<file path="src/hw/rtl/thc_pkg.sv">
// Shared types and constants of the thermistor fan controller.
// No dependencies; every other file of the block but thc_queue imports this package.
package thc_pkg;

    typedef struct packed {
        logic        cmd;
        logic [11:0] ref_mv;
        logic [11:0] pit_mv;
        logic [11:0] food_mv;
    } item_t;

    typedef struct packed {
        logic signed [15:0] pit_temp;
        logic signed [15:0] food_temp;
        logic [6:0]         fan_duty;
    } result_t;

    typedef struct packed {
        logic signed [47:0] coeff_a;
        logic signed [47:0] coeff_b;
        logic signed [47:0] coeff_c;
        logic [1:0]         fan_mode;
        logic [6:0]         manual_duty;
        logic [6:0]         auto_duty;
        logic [13:0]        target_temp;
        logic [11:0]        hysteresis;
    } cfg_t;

    // multiplier request and response
    typedef struct packed {
        logic               start;
        logic               sh32;
        logic signed [63:0] x;
        logic signed [63:0] y;
    } mul_req_t;

    typedef struct packed {
        logic               done;
        logic signed [63:0] prod;
    } mul_rsp_t;

    typedef enum logic {F_IDLE, F_UPD} front_state_t;

    typedef enum logic [3:0] {
        B_IDLE, B_SETUP, B_NORM, B_LOG, B_MSTART, B_MWAIT,
        B_DEN, B_CHK, B_DIV, B_FIN, B_NEXT, B_DUTY
    } back_state_t;

    typedef enum logic [2:0] {OP_LN, OP_SQ, OP_CUBE, OP_LIN, OP_CUB} mul_op_t;

    // register indexes
    localparam logic [2:0] REG_COEFF_A     = 3'd0;
    localparam logic [2:0] REG_COEFF_B     = 3'd1;
    localparam logic [2:0] REG_COEFF_C     = 3'd2;
    localparam logic [2:0] REG_FAN_MODE    = 3'd3;
    localparam logic [2:0] REG_MANUAL_DUTY = 3'd4;
    localparam logic [2:0] REG_AUTO_DUTY   = 3'd5;
    localparam logic [2:0] REG_TARGET_TEMP = 3'd6;
    localparam logic [2:0] REG_HYSTERESIS  = 3'd7;

    localparam logic [1:0] MODE_AUTO   = 2'd0;
    localparam logic [1:0] MODE_MANUAL = 2'd1;

    localparam logic [6:0]         DUTY_MAX    = 7'd100;
    localparam logic [63:0]        LN2_Q32     = 64'h0000_0000_B172_17F8;
    localparam logic signed [63:0] K_OFFSET_Q8 = 64'sd1882808;
    localparam logic [55:0]        RECIP_NUM   = 56'd144 << 48;
    localparam logic signed [15:0] TEMP_LOW    = -16'sd16384;
    localparam logic signed [15:0] TEMP_HIGH   = 16'sd32767;

endpackage

</file>
<file path="src/hw/rtl/thc_mul.sv">
// Shared signed multiplier: 64x64 from four 32x32 partial products,
// then shift right by 24 or 32, truncate toward zero and saturate. Depends on thc_pkg.
module thc_mul (
    input  logic              clk,
    input  logic              rst_n,
    input  thc_pkg::mul_req_t req,
    output thc_pkg::mul_rsp_t rsp
);
    import thc_pkg::*;

    logic               busy_reg, fin_reg, done_reg;
    logic [1:0]         step_reg;
    logic [63:0]        xm_reg, ym_reg;
    logic               neg_reg, sh32_reg;
    logic [127:0]       acc_reg, acc_next;
    logic signed [63:0] prod_reg;
    logic [31:0]        xh, yh;
    logic [63:0]        pp;
    logic [127:0]       pp_sh;
    logic [63:0]        shifted, mag;
    logic               ovf;

    // select partial product and accumulate
    always_comb
    begin
        xh = step_reg[1] ? xm_reg[63:32] : xm_reg[31:0];
        yh = step_reg[0] ? ym_reg[63:32] : ym_reg[31:0];
        pp = xh * yh;
        case (step_reg)
            2'd0:    pp_sh = {64'b0, pp};
            2'd3:    pp_sh = {pp, 64'b0};
            default: pp_sh = {32'b0, pp, 32'b0};
        endcase
        acc_next = acc_reg + pp_sh;
    end

    // shift, saturate
    always_comb
    begin
        shifted = sh32_reg ? acc_reg[95:32] : acc_reg[87:24];
        ovf     = sh32_reg ? (|acc_reg[127:95]) : (|acc_reg[127:87]);
        mag     = ovf ? 64'h7FFF_FFFF_FFFF_FFFF : shifted;
    end

    assign rsp.done = done_reg;
    assign rsp.prod = prod_reg;

    always_ff @(posedge clk)
    begin
        if (req.start)
        begin
            xm_reg   <= req.x[63] ? 64'(-req.x) : 64'(req.x);
            ym_reg   <= req.y[63] ? 64'(-req.y) : 64'(req.y);
            neg_reg  <= req.x[63] ^ req.y[63];
            sh32_reg <= req.sh32;
            acc_reg  <= '0;
        end
        else if (busy_reg)
        begin
            acc_reg <= acc_next;
        end
        if (fin_reg)
        begin
            prod_reg <= neg_reg ? -$signed(mag) : $signed(mag);
        end
    end

    // sequence the four partial products
    always_ff @(posedge clk or negedge rst_n)
    begin
        if (!rst_n)
        begin
            busy_reg <= 1'b0;
            fin_reg  <= 1'b0;
            done_reg <= 1'b0;
            step_reg <= 2'd0;
        end
        else
        begin
            done_reg <= fin_reg;
            fin_reg  <= busy_reg && (step_reg == 2'd3);
            if (req.start)
            begin
                busy_reg <= 1'b1;
                step_reg <= 2'd0;
            end
            else if (busy_reg)
            begin
                step_reg <= step_reg + 2'd1;
                if (step_reg == 2'd3)
                begin
                    busy_reg <= 1'b0;
                end
            end
        end
    end
endmodule

</file>
<file path="config.mk">
export PLATFORM = sky130hd
export DESIGN_NAME = thc_mul
export DESIGN_NICKNAME = d
export VERILOG_FILES = /design/src/hw/rtl/thc_pkg.sv /design/src/hw/rtl/thc_mul.sv
export SDC_FILE = /design/constraint.sdc
export NUM_CORES = 2
export LEC_CHECK = 0
export BUFFER_PORTS_ARGS = -buffer_cell sky130_fd_sc_hd__buf_2
export CORE_MARGIN = 3
export CORE_UTILIZATION = 30
export CTS_CLUSTER_SIZE = 10
export DETAILED_ROUTE_END_ITERATION = 10
export HOLD_SLACK_MARGIN = 0.02
export PLACE_DENSITY = 0.51
export SLEW_MARGIN = 25
export SYNTH_ARGS = -nofsm -noshare
export SYNTH_HDL_FRONTEND = slang
export SYNTH_SLANG_ARGS = --single-unit
</file>
<file path="constraint.sdc">
create_clock -name clk -period 12.19 [get_ports clk]
set_input_delay 0.6095 -clock clk [delete_from_list [all_inputs] [get_ports clk]]
set_output_delay 0.6095 -clock clk [all_outputs]
set_load 0.01 [all_outputs]
</file>
==> qor.yml <==
status:
  status: "finished clean"
global_routing:
  overflow: 0
  track_usage: 0.221
  grt_pass1_vias: 50700
  antenna_found_initial: 5
  grt_max_degree: 78
  grt_pass1_wl_um: 328000
layout:
  fill_cells: 19800
  final_common_cell: "inv_1"
  drive_above_1_share: 0.118
  layout_common_cells: "918 x inv_1, 892 x fa_1, 881 x nor2_1"
  layout.nets: 8416
  largest_reg_flops: 128
  syn_to_final_growth_pct: 14.2
  finish.utilization: 0.346
clocking:
  clk_pin_slew_ns: 0.06
  tritoncts: "done"
  clock_latency_ns: 0.69
  cts_max_level: 2
  cts_sinks: 327
  clockRootBuffer: "clkbuf_16"
  clockBufferDepth: 3
  numCtsBuffers: 46
yosys:
  avgSynthCellArea_sq_um: 8.64
  syn-instance-count: 6706
  synth-seq-cells: 327
  synth_top_area_frac: 0.310
  synthFlopType: "edfxtp_1"
  ys_seq_area_frac: 0.147
  synth_cell_types: 82
  yosys_warnings: 0
  async_reset_ff_frac: 0.0153
  synth_edf_count: 194
  synthesis.nets: 8137
  ys_top_cells_by_area: "fa_1 31%, edfxtp_1 10%, ha_1 8.7%"
  synth_area_leader_cell: "fa_1"
  synth.cell_area_sq_um: 58000
route:
  detail-route-antenna-nets: 0
  drt_first_pass_iters: 6
  avgViaCountPerCell: 5.21
  drt_wl_total_um: 223000
  dr.first_iter.drc_count: 3904
  dr_total_vias: 49600
  wire_per_inst_um: 23.4
  drc: 0
floorplanning:
  fp-row-count: 160
  die_w_um: 446
  dieArea_sq_um: 199000
  coreArea_sq_um: 191000
  io_pins: 197
  initial_core_util: 0.303
  fp.dieH_um: 446
worst_setup_path:
  start_kind: "flip-flop"
  cp_common_cell: "fa_1"
  slowest_stage: "fa_1"
  slowest_delay_ns: 0.74
  critical_path_class: "reg -> reg"
  endpoint_kind: "flip-flop"
  cp_max_fo: 34
  crit_arrival_ns: 12.45
  crit_required_ns: 12.77
timing:
  hold_viol: 0
  max_slew_margin: 0.306
  setup-violations-final: 0
  fmax_ghz: 0.0842
  worst_slew_pin_slew_ns: 1.01
  skew_ns: 0.0602
  rsz0062_at_grt: "yes"
  finalMaxSlewViolations: 0
  post-route-period-util: 0.974
  min_period_ns: 11.87
place:
  hpwl_um: 182000
  routabilityCongestion: 0.972
  port_buffers: 196
run:
  maxCapViolCount: 0
hold_path:
  hold_path.class: "in -> reg"
critical path, delay by kind of cell (launching register included):
kind	cells	cell delay (ns)
simple gates	10	2.07
compound gates	11	2.34
fa+ha+maj	10	4.70
flops	1	0.50
xor+xnor	1	0.19
buf+inv	8	1.36
mux	1	0.58
final cells by class:
| type | instances | area [sq um] | area share |
|---|---|---|---|
| Clock inverter | 18 | 176 | 0.00267 |
| Inverter | 920 | 3450 | 0.0522 |
| Multi-Input combinational cell | 5120 | 45200 | 0.683 |
| Tap cell | 2511 | 3140 | 0.0475 |
| Timing Repair Buffer | 570 | 4410 | 0.0667 |
| Antenna cell | 2 | 5.00 | 0.0000756 |
| Sequential cell | 327 | 8530 | 0.129 |
| Clock buffer | 67 | 1280 | 0.0193 |
layer usage:
metal,GRT usage,part of all wire,wire length (um),vias up
met4,0.0834,0.044,9830,2
met3,0.0347,0.073,16200,395
li1,-,-,-,22400
met1,0.291,0.42,93900,24900
met2,0.363,0.46,103000,1897
met5,0,0.000058,13,-
what timing repair did:
action                     in CTS  in global routing
setup endpoints to repair      11                 40
gates resized for setup         6                 60
buffers inserted                0                 18
hold buffers                    1                  0
hold endpoints to repair        5                  0
cloned                          0                  2
pin swaps                       0                  3
path summary, 6_finish.rpt:
path                       slack (ns)                         to  cells past startpoint                       from
max                              0.32  acc_reg[121]$_SDFFE_PP0P_                     41    step_reg[0]$_DFFE_PN0P_
min reg2reg                      0.48  acc_reg[125]$_SDFFE_PP0P_                      2  acc_reg[125]$_SDFFE_PP0P_
min in group asynchronous        0.45          fin_reg$_DFF_PN0_                      2                      rst_n
max in group asynchronous       11.26    step_reg[0]$_DFFE_PN0P_                      2                      rst_n
max reg2reg                      0.32  acc_reg[121]$_SDFFE_PP0P_                     41    step_reg[0]$_DFFE_PN0P_
min                              0.17         sh32_reg$_DFFE_PP_                      1                   req[128]
logic make-up (layout without fill, tap and decap cells):
kind of cell / Yosys count / count (layout) / synth area share
buffers and inverters: 1259 / 1575 / 0.0816
and+or+nand+nor: 2159 / 2159 / 0.162
muxes: 253 / 253 / 0.0452
xor gates and xnor gates: 347 / 347 / 0.0524
adders and majority gates: 1299 / 1299 / 0.397
DFF: 327 / 327 / 0.147
other: 0 / 2 / 0
AOI/OAI and AO/OA: 1062 / 1062 / 0.116
synthesized netlist by cell type (all sizes together), types with 11 or more instances:
cell,count
o21a,33
or4,43
o21ai,263
xnor2,274
a21o,96
a31oi,30
o211ai,11
mux2i,183
nand2b,34
o41ai,23
or2,22
a22o,49
and3,23
dfxtp,128
or3,37
xor2,73
a211oi,13
nand4,89
nor4,27
a21oi,322
and2,68
fa,897
nand2,762
a21boi,14
clkbuf,313
mux2,70
edfxtp,194
o21bai,59
nor2,885
o31ai,56
nor2b,22
nor3,73
ha,402
buf,26
nand3,54
inv,919
per-stage QoR:
stage	area (sq um)	hold WS, ns	setup slack, ns	setup TNS [ns]	std cells
4_1_cts	65700	0.122	0.0240	0	9512
6_report	66200	0.173	0.320	0	9535
3_5_place_dp	64200	0.481	-0.335	-2.18	9426
5_1_grt	66200	0.143	-0.119	-0.321	9534
2_1_floorplan	58000	0.314	0.434	0	6706
3_3_place_gp	64200	0.468	-0.397	-2.10	9426
Power is left out: the tool's default activity adds up to more than one toggle a clock period on the data nets, which glitch-free logic cannot reach.
