$ cat src/hw/rtl/thc_queue.sv
// Two-entry job queue between the sample front end and the conversion engine.
// Depends on nothing but its width parameter.
module thc_queue #(
    parameter int WIDTH = 54
) (
    input  logic             clk,
    input  logic             rst_n,
    input  logic             push,
    input  logic [WIDTH-1:0] push_data,
    output logic             not_full,
    input  logic             pop,
    output logic             not_empty,
    output logic [WIDTH-1:0] pop_data
);
    logic [WIDTH-1:0] slot_reg [2];
    logic             wr_ptr_reg;
    logic             rd_ptr_reg;
    logic [1:0]       count_reg;

    assign not_full  = (count_reg != 2'd2);
    assign not_empty = (count_reg != 2'd0);
    assign pop_data  = slot_reg[rd_ptr_reg];

    // hold payload
    always_ff @(posedge clk)
    begin
        if (push)
        begin
            slot_reg[wr_ptr_reg] <= push_data;
        end
    end

    // advance pointers and count
    always_ff @(posedge clk or negedge rst_n)
    begin
        if (!rst_n)
        begin
            wr_ptr_reg <= 1'b0;
            rd_ptr_reg <= 1'b0;
            count_reg  <= 2'd0;
        end
        else
        begin
            if (push)
            begin
                wr_ptr_reg <= ~wr_ptr_reg;
            end
            if (pop)
            begin
                rd_ptr_reg <= ~rd_ptr_reg;
            end
            if (push && !pop)
            begin
                count_reg <= count_reg + 2'd1;
            end
            else if (pop && !push)
            begin
                count_reg <= count_reg - 2'd1;
            end
        end
    end
endmodule

$ cat config.mk
export PLATFORM = sky130hd
export DESIGN_NAME = thc_queue
export DESIGN_NICKNAME = d
export VERILOG_FILES = /design/src/hw/rtl/thc_queue.sv
export SDC_FILE = /design/constraint.sdc
export NUM_CORES = 1
export LEC_CHECK = 0
export ABC_AREA = 1
export BUFFER_PORTS_ARGS = -buffer_cell sky130_fd_sc_hd__buf_2
export CAP_MARGIN = 20
export CORE_MARGIN = 2
export CORE_UTILIZATION = 56
export CTS_CLUSTER_DIAMETER = 200
export CTS_CLUSTER_SIZE = 16
export DETAILED_ROUTE_END_ITERATION = 10
export PLACE_DENSITY = 0.84
export SYNTH_ARGS = -nofsm -noshare
export SYNTH_HDL_FRONTEND = slang
export SYNTH_SLANG_ARGS = --single-unit
export TNS_END_PERCENT = 10
$ cat constraint.sdc
create_clock -name clk -period 6 [get_ports clk]
set_input_delay 1.5 -clock clk [delete_from_list [all_inputs] [get_ports clk]]
set_output_delay 1.5 -clock clk [all_outputs]
set_load 0.005 [all_outputs]
==> metrics.txt, run 1 <==
status=finished, final reports clean; Yosys cell types=14; Worst Hold End=count_reg[1]; Clk Tree Root Cell=clkbuf_8; residual DRC count=0; Worst Path Arrival=2.04 ns; drt pass-1 iters=4; DR WL/cell=15.3 um; RSZ-0062 raised after global routing=false; Clock power frac=0.206; Yosys reg bits=roughly 110; Reg clk slew, reported paths=around 0.09 ns; Post-synth EDFFs=between 100 and 150; yosys warns=0; Layout Nets=372; DRT antenna net count=0; CTS tree=done; Slew @ Worst Pin=a little over 1 ns; htree depth=3; Die X=roughly 90 um; post_cts resized=0; initial antenna violation count=0; Seq/Total Area, Yosys=0.768; routed wire length=6.43 mm; number of max-slew violations in the final report=0; Logic pwr share=0.273; Detail Placement HPWL=around 4.3 mm; min-delay src=count_reg[1]; Synth top area share=0.745; WHS Path Cells=2; switch share=0.261; overflow left after global routing=0; final setup vio count=0; flop2flop setup slack=between 4 and 5 ns; worst hold path class=flip-flop to flip-flop; placer congestion estimate=between 0.6 and 0.7; Clock Skew=roughly 0.0081 ns; FF-to-FF Start=wr_ptr_reg; Clock Path Buffers=2; Mean Syn Cell Area=22.6 um^2; kind of critical path=flip-flop to output pin; # hold bufs at CTS=0; crit path time final=~3.5 ns; most common cell in the synthesized netlist=edfxtp_1; startpoint types=flip-flop; maximum VDD drop=approximately 0.35 mV; maxcap violations=0; overall power=between 2 and 2.5 mW; Clock Sinks=around 110; r2r worst-path depth=2; Post-CTS Setup Repair Bufs=0; total leakage power=roughly 2.1 nW; largest net degree at the start of global routing=56; CTS buffer count=9; Synth Net Count=roughly 250; die height=approximately 92 um; Cell Rows=32; Syn Std Cell Area=around 0.0044 mm^2; vias post-DR=2034; worst path required time=roughly 4.5 ns; synthesis-to-layout area growth=19.1%; vias per cell=just under 5; Seq pwr share=0.521; fraction of registers with async set/reset=0.0357; clk_lat worst skew=0.35 ns; Syn Inst Count=around 190; reg-to-reg critical path endpoint=slot_reg[0][44]; GRT Total Usage=0.160; vias in the first global route=2166; CP Capture Type=output pin; Slew headroom=0.329; pwr/cell area=roughly 440 mW/mm^2; largest area contributor in the netlist=edfxtp_1; ys flop type=edfxtp_1; Initial Utilization=0.569; Post-synth top cells=edfxtp_1 (108), mux2_4 (49), inv_1 (7), nand2_1 (7); CP Max Fanout=55; final hold vios=0; share of cells above drive strength 1=0.585; Top-Level Pins=roughly 110; Die Footprint=0.00849 mm^2; core area=0.00765 mm^2; top cells by area, synth=edfxtp_1 (75%), mux2_4 (17%), buf_12 (2.3%), dfrtp_1 (2.3%), mux2_2 (1.3%); first-pass GRT wire length=around 10 mm; Pint=1.67 mW; f_max=283 MHz; Port Buffers=roughly 110; number of flip-flops in the largest register=108; P_sw=slightly below 0.6 mW; setup TNS=0 ns; period utilisation layout=0.589; Iteration-0 DRC Markers=124; ANT cells=0
==> power by group through the flow <==
stage	Clock, mW	Combinational, mW	Sequential, mW
after CTS	0.473	0.628	1.18
after detailed placement	0	0.626	1.20
final	0.464	0.616	1.18
after global placement	0	0.610	1.19
after floorplan	0	0.547	1.09
after global routing	0.506	0.668	1.20
==> through the flow <==
step	setup WS, ns	utilization	area (um^2)	instances	hold slack (ns)
2_1_floorplan	1.73	-	4350	193	0.462
3_3_place_gp	2.85	0.648	4950	403	0.480
4_1_cts	2.45	0.678	5180	420	0.508
5_1_grt	2.37	0.678	5180	420	0.541
6_report	2.46	0.678	5180	420	0.503
3_5_place_dp	2.85	0.650	4970	404	0.487
==> worst max path at each step <==
stage,slack [ns],to,startpoint
6_report,2.46,pop_data[48],rd_ptr_reg
5_1_grt,2.37,pop_data[47],rd_ptr_reg
4_1_cts,2.45,pop_data[48],rd_ptr_reg
3_5_place_dp,2.85,pop_data[48],rd_ptr_reg
3_3_place_gp,2.85,pop_data[48],rd_ptr_reg
2_1_floorplan,1.73,slot_reg[0][0],push
==> critical path: stages, from the launching register on <==
cell	delay, ns
dfrtp_4	1.07
mux2_2	0.42
buf_2	0.13
==> area by class of cell <==
type | instances | area, um^2
clock buffer | 10 | 128
clock inverter | 6 | 83.8
fill | 518 | 2460
inverter | 7 | 26.3
multi-input combinational | 68 | 880
sequential | 112 | 3350
tap | 102 | 128
timing repair buffer | 115 | 593
==> layout by cell type (no fill, tap or decap) <==
master	count
xnor2_1	1
mux2_4	49
clkinvlp_4	2
inv_2	1
inv_1	6
dfrtp_4	1
clkbuf_8	9
nand4_1	1
dfrtp_1	3
xor2_1	2
nand2_1	7
clkbuf_1	1
clkinv_1	1
clkinv_2	1
mux2_2	5
nand3_1	1
buf_4	1
bufinv_16	2
buf_2	113
ha_1	1
nor2_4	1
edfxtp_1	108
buf_12	1
==> logic make-up after synthesis <==
logic type,Yosys count,synth area share
mux,54,0.182
buf+inv,13,0.0316
fa+ha+maj,1,0.00287
xor+xnor,3,0.00604
flops,112,0.768
simple gates,10,0.00949
==> metal layers <==
layer / vias to the layer above / track usage / part of all wire
met5: - / 0 / 0
met4: 0 / 0.0784 / 0.020
met3: 11 / 0.0460 / 0.063
met2: 72 / 0.265 / 0.50
met1: 967 / 0.195 / 0.41
li1: 984 / - / -
No activity file was read; power rests on OpenSTA's default activity.
==> inputs of run 2 (changes only) <==
- CORE_UTILIZATION: 56 -> 52
- PLACE_DENSITY: 0.84 -> 0.79
- clock period: 6 -> 3.57 ns (I/O delays scaled with it)
==> metrics.txt, run 2 (synthesized netlist as in run 1, its figures left out) <==
first-pass GRT wire length=between 9 and 10 mm; overall power=about 3.8 mW; number of max-slew violations in the final report=0; vias post-DR=2085; register area=between 0.003 and 0.004 mm^2; setup TNS=0 ns; worst-path cell chain=buf_12 -> mux2_2 -> buf_2; dpl cells=around 400; CP top delay family=flip-flops; Die X=95.5 um; filler cell count=around 610; Clock Skew=around 0.0083 ns; r2r worst-path depth=2; # hold bufs at CTS=0; largest net degree at the start of global routing=32; total leakage power=between 2 and 2.5 nW; reg-to-reg critical path endpoint=slot_reg[0][29]; ANT cells=0; routed wire length=around 6.7 mm; maximum VDD drop=roughly 0.42 mV; most frequent cells in the layout=buf_2 (113), edfxtp_1 (108), mux2_4 (49); Initial Utilization=0.532; placer congestion estimate=roughly 0.69; residual DRC count=0; kind of critical path=flip-flop to output pin; synthesis-to-layout area growth=19.4%; CP Capture Type=output pin; flop2flop setup slack=slightly below 2 ns; post_cts resized=0; Layout Nets=approximately 370; CP Buf/Inv Count=2; status=finished, final reports clean; Slew headroom=0.514; number of flip-flops in the largest register=108; startpoint types=flip-flop; CTS buffer count=9; core area=between 0.008 and 0.009 mm^2; vias per cell=4.92; share of cells above drive strength 1=0.583; final setup vio count=0; initial antenna violation count=1; GRT Total Usage=0.152; pwr/cell area=721 mW/mm^2; vias in the first global route=2039; crit path time final=~2.8 ns; crit-path max cell delay=around 0.76 ns; Worst Path Arrival=roughly 1.9 ns; maxcap violations=0; Slew @ Worst Pin=approximately 0.73 ns; Die Footprint=slightly above 0.009 mm^2; drt pass-1 iters=4; CTS tree=done; Clock Path Buffers=2; die height=95.5 um; DR WL/cell=~16 um; Cell Rows=33; Post-CTS Setup Repair Bufs=0; FF-to-FF Start=wr_ptr_reg; f_max=~360 MHz; worst slack, placed=around 1.1 ns; final std cells w/o fill=roughly 420; Detail Placement HPWL=~4.6 mm; period utilisation layout=0.788; RSZ-0062 raised after global routing=false; htree depth=3; Clock Sinks=between 100 and 150; clk_lat worst skew=0.35 ns; CP Max Fanout=29; Reg clk slew, reported paths=roughly 0.090 ns; worst path required time=~2.7 ns; Clk Tree Root Cell=clkbuf_8; multi-input gate area in the final layout=a little under 900 um^2; Hold Slack=0.342 ns; final hold vios=0; commonest non-fill, non-tap cell in the layout=buf_2; worst hold path class=primary input to asynchronous set/reset pin; final worst setup slack=about 0.76 ns; Iteration-0 DRC Markers=80; DRT antenna net count=0; Critical-path top delay cell=dfrtp_4; overflow left after global routing=0; Port Buffers=roughly 110; Top-Level Pins=114
run 2: layout make-up:
class / count / area share
Timing Repair Buffer: 116 / 0.120
Sequential cell: 112 / 0.644
Multi-Input combinational cell: 68 / 0.169
Clock inverter: 5 / 0.0111
Inverter: 7 / 0.00505
Tap cell: 105 / 0.0253
Clock buffer: 11 / 0.0253
run 2: metrics by stage:
stage,cell area [um^2],utilization
after floorplan,4360,-
after global placement,5010,0.613
after detailed placement,5010,0.613
final,5200,0.636
after CTS,5200,0.636
after global routing,5200,0.636
run 2: power breakdown:
group          total [mW]  leakage [nW]  internal, mW  switching [mW]
registers            1.90          1.06          1.75           0.154
clock network       0.705        0.0872         0.324           0.381
logic                1.14         0.969         0.679           0.465
total                3.75          2.12          2.75            1.00
run 2: layer usage:
| metal | GRT usage | routed length [um] | vias up |
|---|---|---|---|
| met1 | 0.176 | 2660 | 1026 |
| li1 | - | - | 981 |
| met4 | 0.0619 | 99 | 2 |
| met5 | 0 | 13 | - |
| met2 | 0.268 | 3580 | 65 |
| met3 | 0.0387 | 387 | 11 |
run 2: worst max path at each step:
stage | slack, ns | from | end | cells after the start
after floorplan | 0.84 | push | slot_reg[0][0] | 2
after global placement | 1.13 | rd_ptr_reg | pop_data[53] | 3
after detailed placement | 1.11 | rd_ptr_reg | pop_data[48] | 3
after CTS | 0.72 | rd_ptr_reg | pop_data[46] | 3
after global routing | 0.65 | rd_ptr_reg | pop_data[47] | 3
final | 0.76 | rd_ptr_reg | pop_data[46] | 3
run 2: worst register-to-register path: stages (launching register included):
cell and delay (ns):
dfrtp_1 0.44, nor2_4 0.60, buf_12 0.29
