### config.mk
export PLATFORM = sky130hd
export DESIGN_NAME = thc_back
export DESIGN_NICKNAME = d
export VERILOG_FILES = /design/src/hw/rtl/thc_pkg.sv /design/src/hw/rtl/thc_back.sv
export SDC_FILE = /design/constraint.sdc
export NUM_CORES = 2
export LEC_CHECK = 0
export ABC_AREA = 0
export ABC_CLOCK_PERIOD_IN_PS = 15000
export BUFFER_PORTS_ARGS = -buffer_cell sky130_fd_sc_hd__buf_2
export CAP_MARGIN = 25
export CORE_AREA = 2 2 486 343
export CTS_CLUSTER_DIAMETER = 80
export DETAILED_ROUTE_END_ITERATION = 8
export DIE_AREA = 0 0 488 345
export GPL_TIMING_DRIVEN = 0
export PLACE_DENSITY = 0.7
export SLEW_MARGIN = 0
export SYNTH_ARGS = -nofsm -noshare
export SYNTH_HDL_FRONTEND = slang
export SYNTH_SLANG_ARGS = --single-unit
### constraint.sdc
create_clock -name clk -period 15 [get_ports clk]
set_clock_uncertainty 0.05 [all_clocks]
set_input_delay 1.5 -clock clk [delete_from_list [all_inputs] [get_ports clk]]
set_output_delay 1.5 -clock clk [all_outputs]
set_load 0.02 [all_outputs]
### src/hw/rtl/thc_pkg.sv
// Shared types and constants of the thermistor fan controller.
// No dependencies; every other file of the block but thc_queue imports this package.
package thc_pkg;

    typedef struct packed {
        logic        cmd;
        logic [11:0] ref_mv;
        logic [11:0] pit_mv;
        logic [11:0] food_mv;
    } item_t;

    typedef struct packed {
        logic signed [15:0] pit_temp;
        logic signed [15:0] food_temp;
        logic [6:0]         fan_duty;
    } result_t;

    typedef struct packed {
        logic signed [47:0] coeff_a;
        logic signed [47:0] coeff_b;
        logic signed [47:0] coeff_c;
        logic [1:0]         fan_mode;
        logic [6:0]         manual_duty;
        logic [6:0]         auto_duty;
        logic [13:0]        target_temp;
        logic [11:0]        hysteresis;
    } cfg_t;

    // multiplier request and response
    typedef struct packed {
        logic               start;
        logic               sh32;
        logic signed [63:0] x;
        logic signed [63:0] y;
    } mul_req_t;

    typedef struct packed {
        logic               done;
        logic signed [63:0] prod;
    } mul_rsp_t;

    typedef enum logic {F_IDLE, F_UPD} front_state_t;

    typedef enum logic [3:0] {
        B_IDLE, B_SETUP, B_NORM, B_LOG, B_MSTART, B_MWAIT,
        B_DEN, B_CHK, B_DIV, B_FIN, B_NEXT, B_DUTY
    } back_state_t;

    typedef enum logic [2:0] {OP_LN, OP_SQ, OP_CUBE, OP_LIN, OP_CUB} mul_op_t;

    // register indexes
    localparam logic [2:0] REG_COEFF_A     = 3'd0;
    localparam logic [2:0] REG_COEFF_B     = 3'd1;
    localparam logic [2:0] REG_COEFF_C     = 3'd2;
    localparam logic [2:0] REG_FAN_MODE    = 3'd3;
    localparam logic [2:0] REG_MANUAL_DUTY = 3'd4;
    localparam logic [2:0] REG_AUTO_DUTY   = 3'd5;
    localparam logic [2:0] REG_TARGET_TEMP = 3'd6;
    localparam logic [2:0] REG_HYSTERESIS  = 3'd7;

    localparam logic [1:0] MODE_AUTO   = 2'd0;
    localparam logic [1:0] MODE_MANUAL = 2'd1;

    localparam logic [6:0]         DUTY_MAX    = 7'd100;
    localparam logic [63:0]        LN2_Q32     = 64'h0000_0000_B172_17F8;
    localparam logic signed [63:0] K_OFFSET_Q8 = 64'sd1882808;
    localparam logic [55:0]        RECIP_NUM   = 56'd144 << 48;
    localparam logic signed [15:0] TEMP_LOW    = -16'sd16384;
    localparam logic signed [15:0] TEMP_HIGH   = 16'sd32767;

endpackage

### src/hw/rtl/thc_back.sv
// Conversion engine: log2, Steinhart-Hart, reciprocal and fan duty for each report.
// Depends on thc_pkg and drives the shared multiplier thc_mul.
module thc_back #(
    parameter int SW          = 18,
    parameter int SERIES_OHMS = 10000
) (
    input  logic              clk,
    input  logic              rst_n,
    input  thc_pkg::cfg_t     cfg,
    input  logic              job_valid,
    output logic              job_pop,
    input  logic [3*SW-1:0]   job,
    output thc_pkg::mul_req_t mul_req,
    input  thc_pkg::mul_rsp_t mul_rsp,
    output logic              result_valid,
    input  logic              result_ready,
    output thc_pkg::result_t  result
);
    import thc_pkg::*;

    localparam int OW = $clog2(SERIES_OHMS + 1);

    back_state_t        state_reg, state_next;
    logic               probe_reg, which_reg;
    logic [SW-1:0]      sref_reg, spit_reg, sfood_reg;
    logic [63:0]        d_reg, nrm_reg;
    logic [5:0]         exp_reg, cnt_reg;
    logic [30:0]        m_reg;
    logic [23:0]        frac_reg;
    logic [29:0]        logn_reg;
    logic signed [30:0] lg_reg;
    mul_op_t            op_reg;
    logic signed [63:0] l_reg, t_reg, mb_reg, mc_reg, den_reg;
    logic               neg_reg;
    logic [58:0]        dv_reg, rem_reg;
    logic [55:0]        dvd_reg, q_reg;
    logic signed [15:0] tmp_reg, pit_t_reg, food_t_reg;
    logic [6:0]         held_reg;
    logic               out_valid_reg;
    result_t            out_reg;

    logic [SW-1:0]      sp;
    logic [SW+OW-1:0]   sp_ohm;
    logic [SW:0]        sref2, sp_x, dval;
    logic               bad;
    logic [61:0]        sq;
    logic [31:0]        t32;
    logic [30:0]        m_nx;
    logic [23:0]        frac_nx;
    logic [63:0]        mag;
    logic [59:0]        rem_sh;
    logic               ge;
    logic signed [63:0] qs, v;
    logic signed [55:0] w;
    logic signed [15:0] temp_sat;
    logic signed [16:0] lo_th, hi_th, pit17;
    logic [6:0]         man_cap, auto_cap, duty_nx;
    logic               out_load;

    // probe operands and divider resistance
    always_comb
    begin
        sp     = probe_reg ? sfood_reg : spit_reg;
        sp_ohm = sp * OW'(SERIES_OHMS);
        sref2  = {sref_reg, 1'b0};
        sp_x   = {1'b0, sp};
        bad    = (sp == '0) || (sref2 <= sp_x);
        dval   = sref2 - sp_x;
    end

    // one squaring step of the log2 mantissa
    always_comb
    begin
        sq      = m_reg * m_reg;
        t32     = sq[61:30];
        m_nx    = t32[31] ? t32[31:1] : t32[30:0];
        frac_nx = {frac_reg[22:0], t32[31]};
    end

    // denominator magnitude and one restoring division step
    always_comb
    begin
        mag    = den_reg[63] ? 64'(-den_reg) : 64'(den_reg);
        rem_sh = {rem_reg, dvd_reg[55]};
        ge     = rem_sh >= {1'b0, dv_reg};
    end

    // Kelvin to 1/16 degF, round half up, saturate
    always_comb
    begin
        qs = neg_reg ? -$signed({8'b0, q_reg}) : $signed({8'b0, q_reg});
        v  = qs - K_OFFSET_Q8;
        w  = 56'((v + 64'sd128) >>> 8);
        if (w < 56'(TEMP_LOW))
        begin
            temp_sat = TEMP_LOW;
        end
        else if (w > 56'(TEMP_HIGH))
        begin
            temp_sat = TEMP_HIGH;
        end
        else
        begin
            temp_sat = 16'(w);
        end
    end

    // fan duty choice
    always_comb
    begin
        lo_th    = $signed({3'b0, cfg.target_temp}) - $signed({5'b0, cfg.hysteresis});
        hi_th    = $signed({3'b0, cfg.target_temp}) + $signed({5'b0, cfg.hysteresis});
        pit17    = {pit_t_reg[15], pit_t_reg};
        man_cap  = (cfg.manual_duty > DUTY_MAX) ? DUTY_MAX : cfg.manual_duty;
        auto_cap = (cfg.auto_duty > DUTY_MAX) ? DUTY_MAX : cfg.auto_duty;
        case (cfg.fan_mode)
            MODE_MANUAL: duty_nx = man_cap;
            MODE_AUTO:
            begin
                if (pit17 < lo_th)
                begin
                    duty_nx = auto_cap;
                end
                else if (hi_th < pit17)
                begin
                    duty_nx = '0;
                end
                else
                begin
                    duty_nx = held_reg;
                end
            end
            default:     duty_nx = '0;
        endcase
    end

    // next state
    always_comb
    begin
        state_next = state_reg;
        case (state_reg)
            B_IDLE:   if (job_valid) state_next = B_SETUP;
            B_SETUP:  state_next = bad ? B_NEXT : B_NORM;
            B_NORM:   if (nrm_reg[63]) state_next = B_LOG;
            B_LOG:
            begin
                if (cnt_reg == 6'd23)
                begin
                    state_next = which_reg ? B_MSTART : B_NORM;
                end
            end
            B_MSTART: state_next = B_MWAIT;
            B_MWAIT:
            begin
                if (mul_rsp.done)
                begin
                    state_next = (op_reg == OP_CUB) ? B_DEN : B_MSTART;
                end
            end
            B_DEN:    state_next = B_CHK;
            B_CHK:
            begin
                if (den_reg == '0)
                begin
                    state_next = B_NEXT;
                end
                else if (mag[63:56] != '0)
                begin
                    state_next = B_FIN;
                end
                else
                begin
                    state_next = B_DIV;
                end
            end
            B_DIV:    if (cnt_reg == '0) state_next = B_FIN;
            B_FIN:    state_next = B_NEXT;
            B_NEXT:   state_next = probe_reg ? B_DUTY : B_SETUP;
            B_DUTY:   if (!out_valid_reg || result_ready) state_next = B_IDLE;
            default:  state_next = B_IDLE;
        endcase
    end

    // outputs of the sequencer
    always_comb
    begin
        job_pop       = (state_reg == B_IDLE) && job_valid;
        out_load      = (state_reg == B_DUTY) && (!out_valid_reg || result_ready);
        mul_req.start = (state_reg == B_MSTART);
        mul_req.sh32  = (op_reg != OP_LN);
        case (op_reg)
            OP_LN:
            begin
                mul_req.x = {{33{lg_reg[30]}}, lg_reg};
                mul_req.y = $signed(LN2_Q32);
            end
            OP_SQ:
            begin
                mul_req.x = l_reg;
                mul_req.y = l_reg;
            end
            OP_CUBE:
            begin
                mul_req.x = t_reg;
                mul_req.y = l_reg;
            end
            OP_LIN:
            begin
                mul_req.x = {{16{cfg.coeff_b[47]}}, cfg.coeff_b};
                mul_req.y = l_reg;
            end
            default:
            begin
                mul_req.x = {{16{cfg.coeff_c[47]}}, cfg.coeff_c};
                mul_req.y = t_reg;
            end
        endcase
        result_valid = out_valid_reg;
        result       = out_reg;
    end

    // datapath
    always_ff @(posedge clk)
    begin
        case (state_reg)
            B_IDLE:
            begin
                sref_reg  <= job[SW-1:0];
                spit_reg  <= job[2*SW-1:SW];
                sfood_reg <= job[3*SW-1:2*SW];
            end
            B_SETUP:
            begin
                d_reg     <= 64'(dval);
                nrm_reg   <= 64'(sp_ohm);
                exp_reg   <= 6'd63;
                which_reg <= 1'b0;
                tmp_reg   <= '0;
            end
            B_NORM:
            begin
                if (nrm_reg[63])
                begin
                    m_reg    <= nrm_reg[63:33];
                    frac_reg <= '0;
                    cnt_reg  <= '0;
                end
                else if (nrm_reg[63:56] == '0)
                begin
                    nrm_reg <= nrm_reg << 8;
                    exp_reg <= exp_reg - 6'd8;
                end
                else
                begin
                    nrm_reg <= nrm_reg << 1;
                    exp_reg <= exp_reg - 6'd1;
                end
            end
            B_LOG:
            begin
                m_reg    <= m_nx;
                frac_reg <= frac_nx;
                cnt_reg  <= cnt_reg + 6'd1;
                if (cnt_reg == 6'd23)
                begin
                    if (!which_reg)
                    begin
                        logn_reg  <= {exp_reg, frac_nx};
                        which_reg <= 1'b1;
                        nrm_reg   <= d_reg;
                        exp_reg   <= 6'd63;
                    end
                    else
                    begin
                        lg_reg <= $signed({1'b0, logn_reg}) - $signed({1'b0, exp_reg, frac_nx});
                        op_reg <= OP_LN;
                    end
                end
            end
            B_MWAIT:
            begin
                if (mul_rsp.done)
                begin
                    case (op_reg)
                        OP_LN:   begin l_reg  <= mul_rsp.prod; op_reg <= OP_SQ;   end
                        OP_SQ:   begin t_reg  <= mul_rsp.prod; op_reg <= OP_CUBE; end
                        OP_CUBE: begin t_reg  <= mul_rsp.prod; op_reg <= OP_LIN;  end
                        OP_LIN:  begin mb_reg <= mul_rsp.prod; op_reg <= OP_CUB;  end
                        default: mc_reg <= mul_rsp.prod;
                    endcase
                end
            end
            B_DEN:
            begin
                den_reg <= {{16{cfg.coeff_a[47]}}, cfg.coeff_a} + mb_reg + mc_reg;
            end
            B_CHK:
            begin
                neg_reg <= den_reg[63];
                q_reg   <= '0;
                rem_reg <= '0;
                dvd_reg <= RECIP_NUM;
                cnt_reg <= 6'd55;
                dv_reg  <= 59'({mag[56:0], 2'b00}) + 59'(mag);
            end
            B_DIV:
            begin
                rem_reg <= ge ? 59'(rem_sh - {1'b0, dv_reg}) : rem_sh[58:0];
                q_reg   <= {q_reg[54:0], ge};
                dvd_reg <= dvd_reg << 1;
                cnt_reg <= cnt_reg - 6'd1;
            end
            B_FIN:
            begin
                tmp_reg <= temp_sat;
            end
            B_NEXT:
            begin
                if (probe_reg)
                begin
                    food_t_reg <= tmp_reg;
                end
                else
                begin
                    pit_t_reg <= tmp_reg;
                end
            end
            default:
            begin
            end
        endcase
        if (out_load)
        begin
            out_reg.pit_temp  <= pit_t_reg;
            out_reg.food_temp <= food_t_reg;
            out_reg.fan_duty  <= duty_nx;
        end
    end

    // control state
    always_ff @(posedge clk or negedge rst_n)
    begin
        if (!rst_n)
        begin
            state_reg     <= B_IDLE;
            probe_reg     <= 1'b0;
            held_reg      <= '0;
            out_valid_reg <= 1'b0;
        end
        else
        begin
            state_reg <= state_next;
            if (state_reg == B_IDLE)
            begin
                probe_reg <= 1'b0;
            end
            else if (state_reg == B_NEXT)
            begin
                probe_reg <= 1'b1;
            end
            if (out_load)
            begin
                held_reg      <= duty_nx;
                out_valid_reg <= 1'b1;
            end
            else if (result_ready)
            begin
                out_valid_reg <= 1'b0;
            end
        end
    end

`ifndef SYNTH
    a_duty_range: assert property (@(posedge clk) disable iff (!rst_n)
        out_valid_reg |-> (out_reg.fan_duty <= DUTY_MAX))
        else $error("fan duty above limit");
    a_pit_range: assert property (@(posedge clk) disable iff (!rst_n)
        out_valid_reg |-> (out_reg.pit_temp >= TEMP_LOW))
        else $error("pit temperature below saturation floor");
    a_rem_below: assert property (@(posedge clk) disable iff (!rst_n)
        (state_reg == B_DIV) |-> (rem_reg < dv_reg))
        else $error("division remainder not reduced");
    a_mul_waited: assert property (@(posedge clk) disable iff (!rst_n)
        mul_rsp.done |-> (state_reg == B_MWAIT))
        else $error("multiplier result with nobody waiting");
`endif
endmodule

==> out/results.ini <==
[floorplanning]
start_util_pct=49.5
die_x_um=488
die_h_um=345
ioPinCount=480
floorplan.die_area_um2=168000
core_um2=164000
num_rows=125

[logic_synthesis]
synth_flop_cell=edfxtp_1
synth_area_leaders=edfxtp_1, fa_1, ha_1, inv_1, xnor2_1
synth_top_family_by_area=adder cells
netlist_area_um2=81400
synth.distinct_cells=93
async_flop_share_pct=1.50
yosysTopAreaCell=edfxtp_1
ys_warn_count=0
ys_seq_area_share_pct=31.9
yosys-mux-area-fraction_pct=3.15
yosys.area_share.simple_pct=10.8
synth-compound-area-share_pct=10.7
synthCells=7843
synth_edf_count=854
synthAdderAreaFrac_pct=31.3
synth_area_per_cell_um2=10.4
yosys_register_bits=867
synth_top_cell_area_share_pct=31.5
synth-xor-area-share_pct=4.31
syn_nets=9660

[outcome]
outcome=finished, final reports clean

[global_routing]
grt_max_degree=68
antenna_found_initial=33
grt-ovfl-total=0
grt_pass1_wl_mm=374
grt_pass1_vias=60908
grt_usage_pct=29.4

[critical_path]
startpoint_type=register
cpMostUsedCell=fa_1
reg2reg_depth=43
crit_type=reg2reg
critPathCaptureType=register
crit_family=adder cells
cp_num_buf_inv=7
slowest_stage=clkbuf_1
critPathArrivalTime_ps=15120
crit_path_max_fanout=11
cpPeakStageDelay_ps=970
cp.required_ps=15490
critical_path_depth=43

[finish]
final_cell_count_no_fill=10767
layout_common_cells=inv_1, fa_1, edfxtp_1, ha_1, nand2_1
fin_util_pct=55.0
nets=10271
areaGrowthSynthToFinish_pct=11.1
drive_above_1_share_pct=9.91
final_common_cell=inv_1

[sta]
final.period_utilization_pct=97.6
fin_crit_ps=14640
tightest_slew_ps=1230
rsz0062_at_grt=false
setup_viol=0
fmax_ghz=0.0683
slew_violations=0
hold_violations=0
max_slew_margin_pct=17.8

[hold_path]
hold_path.class=reg2reg
worstHoldPathCells=0

[cts]
max-clock-path-buffers=3
cts_tree=done
cts_made_buffers=94
clk_latency_ps=760
clockRootBuffer=clkbuf_16
clock-sinks=867
path_clk_slew_ps=70
htreeDepth=3

[placed_design]
hpwl_mm=202
dpl.cell_count=10574
gp_congestion=1.02
portBuffers=478

[detailed_routing]
totalWireLength_mm=248
ant_nets=0
drt_iter0_drc=6588
drc=0
vias=61463
wl_per_cell_um=23.0
drtPass1Iterations=6
routed_via_density=5.71

[flow_run]
drv_cap=0

synth_stat cells (75+ instances only):
cell      instances
a21o_1          165
a21oi_1         416
and2_1          208
and3_1           97
clkbuf_1        236
edfxtp_1        854
fa_1            879
ha_1            629
inv_1          1397
mux2i_1         122
nand2_1         597
nand3_1          96
nor2_1          452
nor3_1           75
o21ai_0         241
xnor2_1         286
xor2_1          114
through the flow:
stage               instance area [um^2]  setup WS [ps]  TNS [ps]  hold slack (ps)
floorplan                          81400           3590         0              350
global route                       90300          0.236         0              338
detailed placement                 87100           -461     -1570              355
finish                             90400            364         0              349
global placement                   86500           -920     -5020              353
CTS                                90200           41.5         0              326
routing by layer:
| metal | up-vias | wire length (um) | global-route usage (%) |
|---|---|---|---|
| met5 | - | 150 | 0.0853 |
| met4 | 22 | 5810 | 6.49 |
| met3 | 387 | 31500 | 11.0 |
| met2 | 2851 | 98900 | 39.8 |
| met1 | 30592 | 111000 | 44.4 |
| li1 | 27611 | - | - |
logic make-up after synthesis:
family,Yosys count
muxes,211
and+or+nand+nor,1840
adders and majority gates,1508
DFF,867
buffers and inverters,1675
AOI/OAI and AO/OA,1342
xor gates and xnor gates,400
path summary, 6_finish.rpt:
| kind | from | end | slack (ps) |
|---|---|---|---|
| min reg2reg | frac_reg[16] | logn_reg[17] | 350 |
| min in group asynchronous | rst_n | held_reg[5] | 630 |
| max reg2reg | m_reg[1] | lg_reg[30] | 360 |
| min | frac_reg[16] | logn_reg[17] | 350 |
| max | m_reg[1] | lg_reg[30] | 360 |
| max in group asynchronous | rst_n | state_reg[2] | 13890 |
layout make-up:
| class | count | area (um^2) |
|---|---|---|
| sequential | 867 | 26000 |
| buffer | 268 | 1060 |
| tap | 2222 | 2780 |
| multi-input combinational | 5301 | 49200 |
| timing repair buffer | 516 | 2950 |
| antenna | 19 | 47.5 |
| clock buffer | 111 | 2450 |
| clock inverter | 57 | 673 |
| inverter | 1406 | 5280 |
| fill | 14380 | 74000 |
repair_timing:
action / 4_1_cts / 5_1_grt
setup endpoints to repair: 6 / 7
hold buffers: 0 / 0
buffers inserted: 0 / 2
resized for setup: 6 / 28
Power is left out: the tool's default activity adds up to more than one toggle a clock period on the data nets, which glitch-free logic cannot reach.
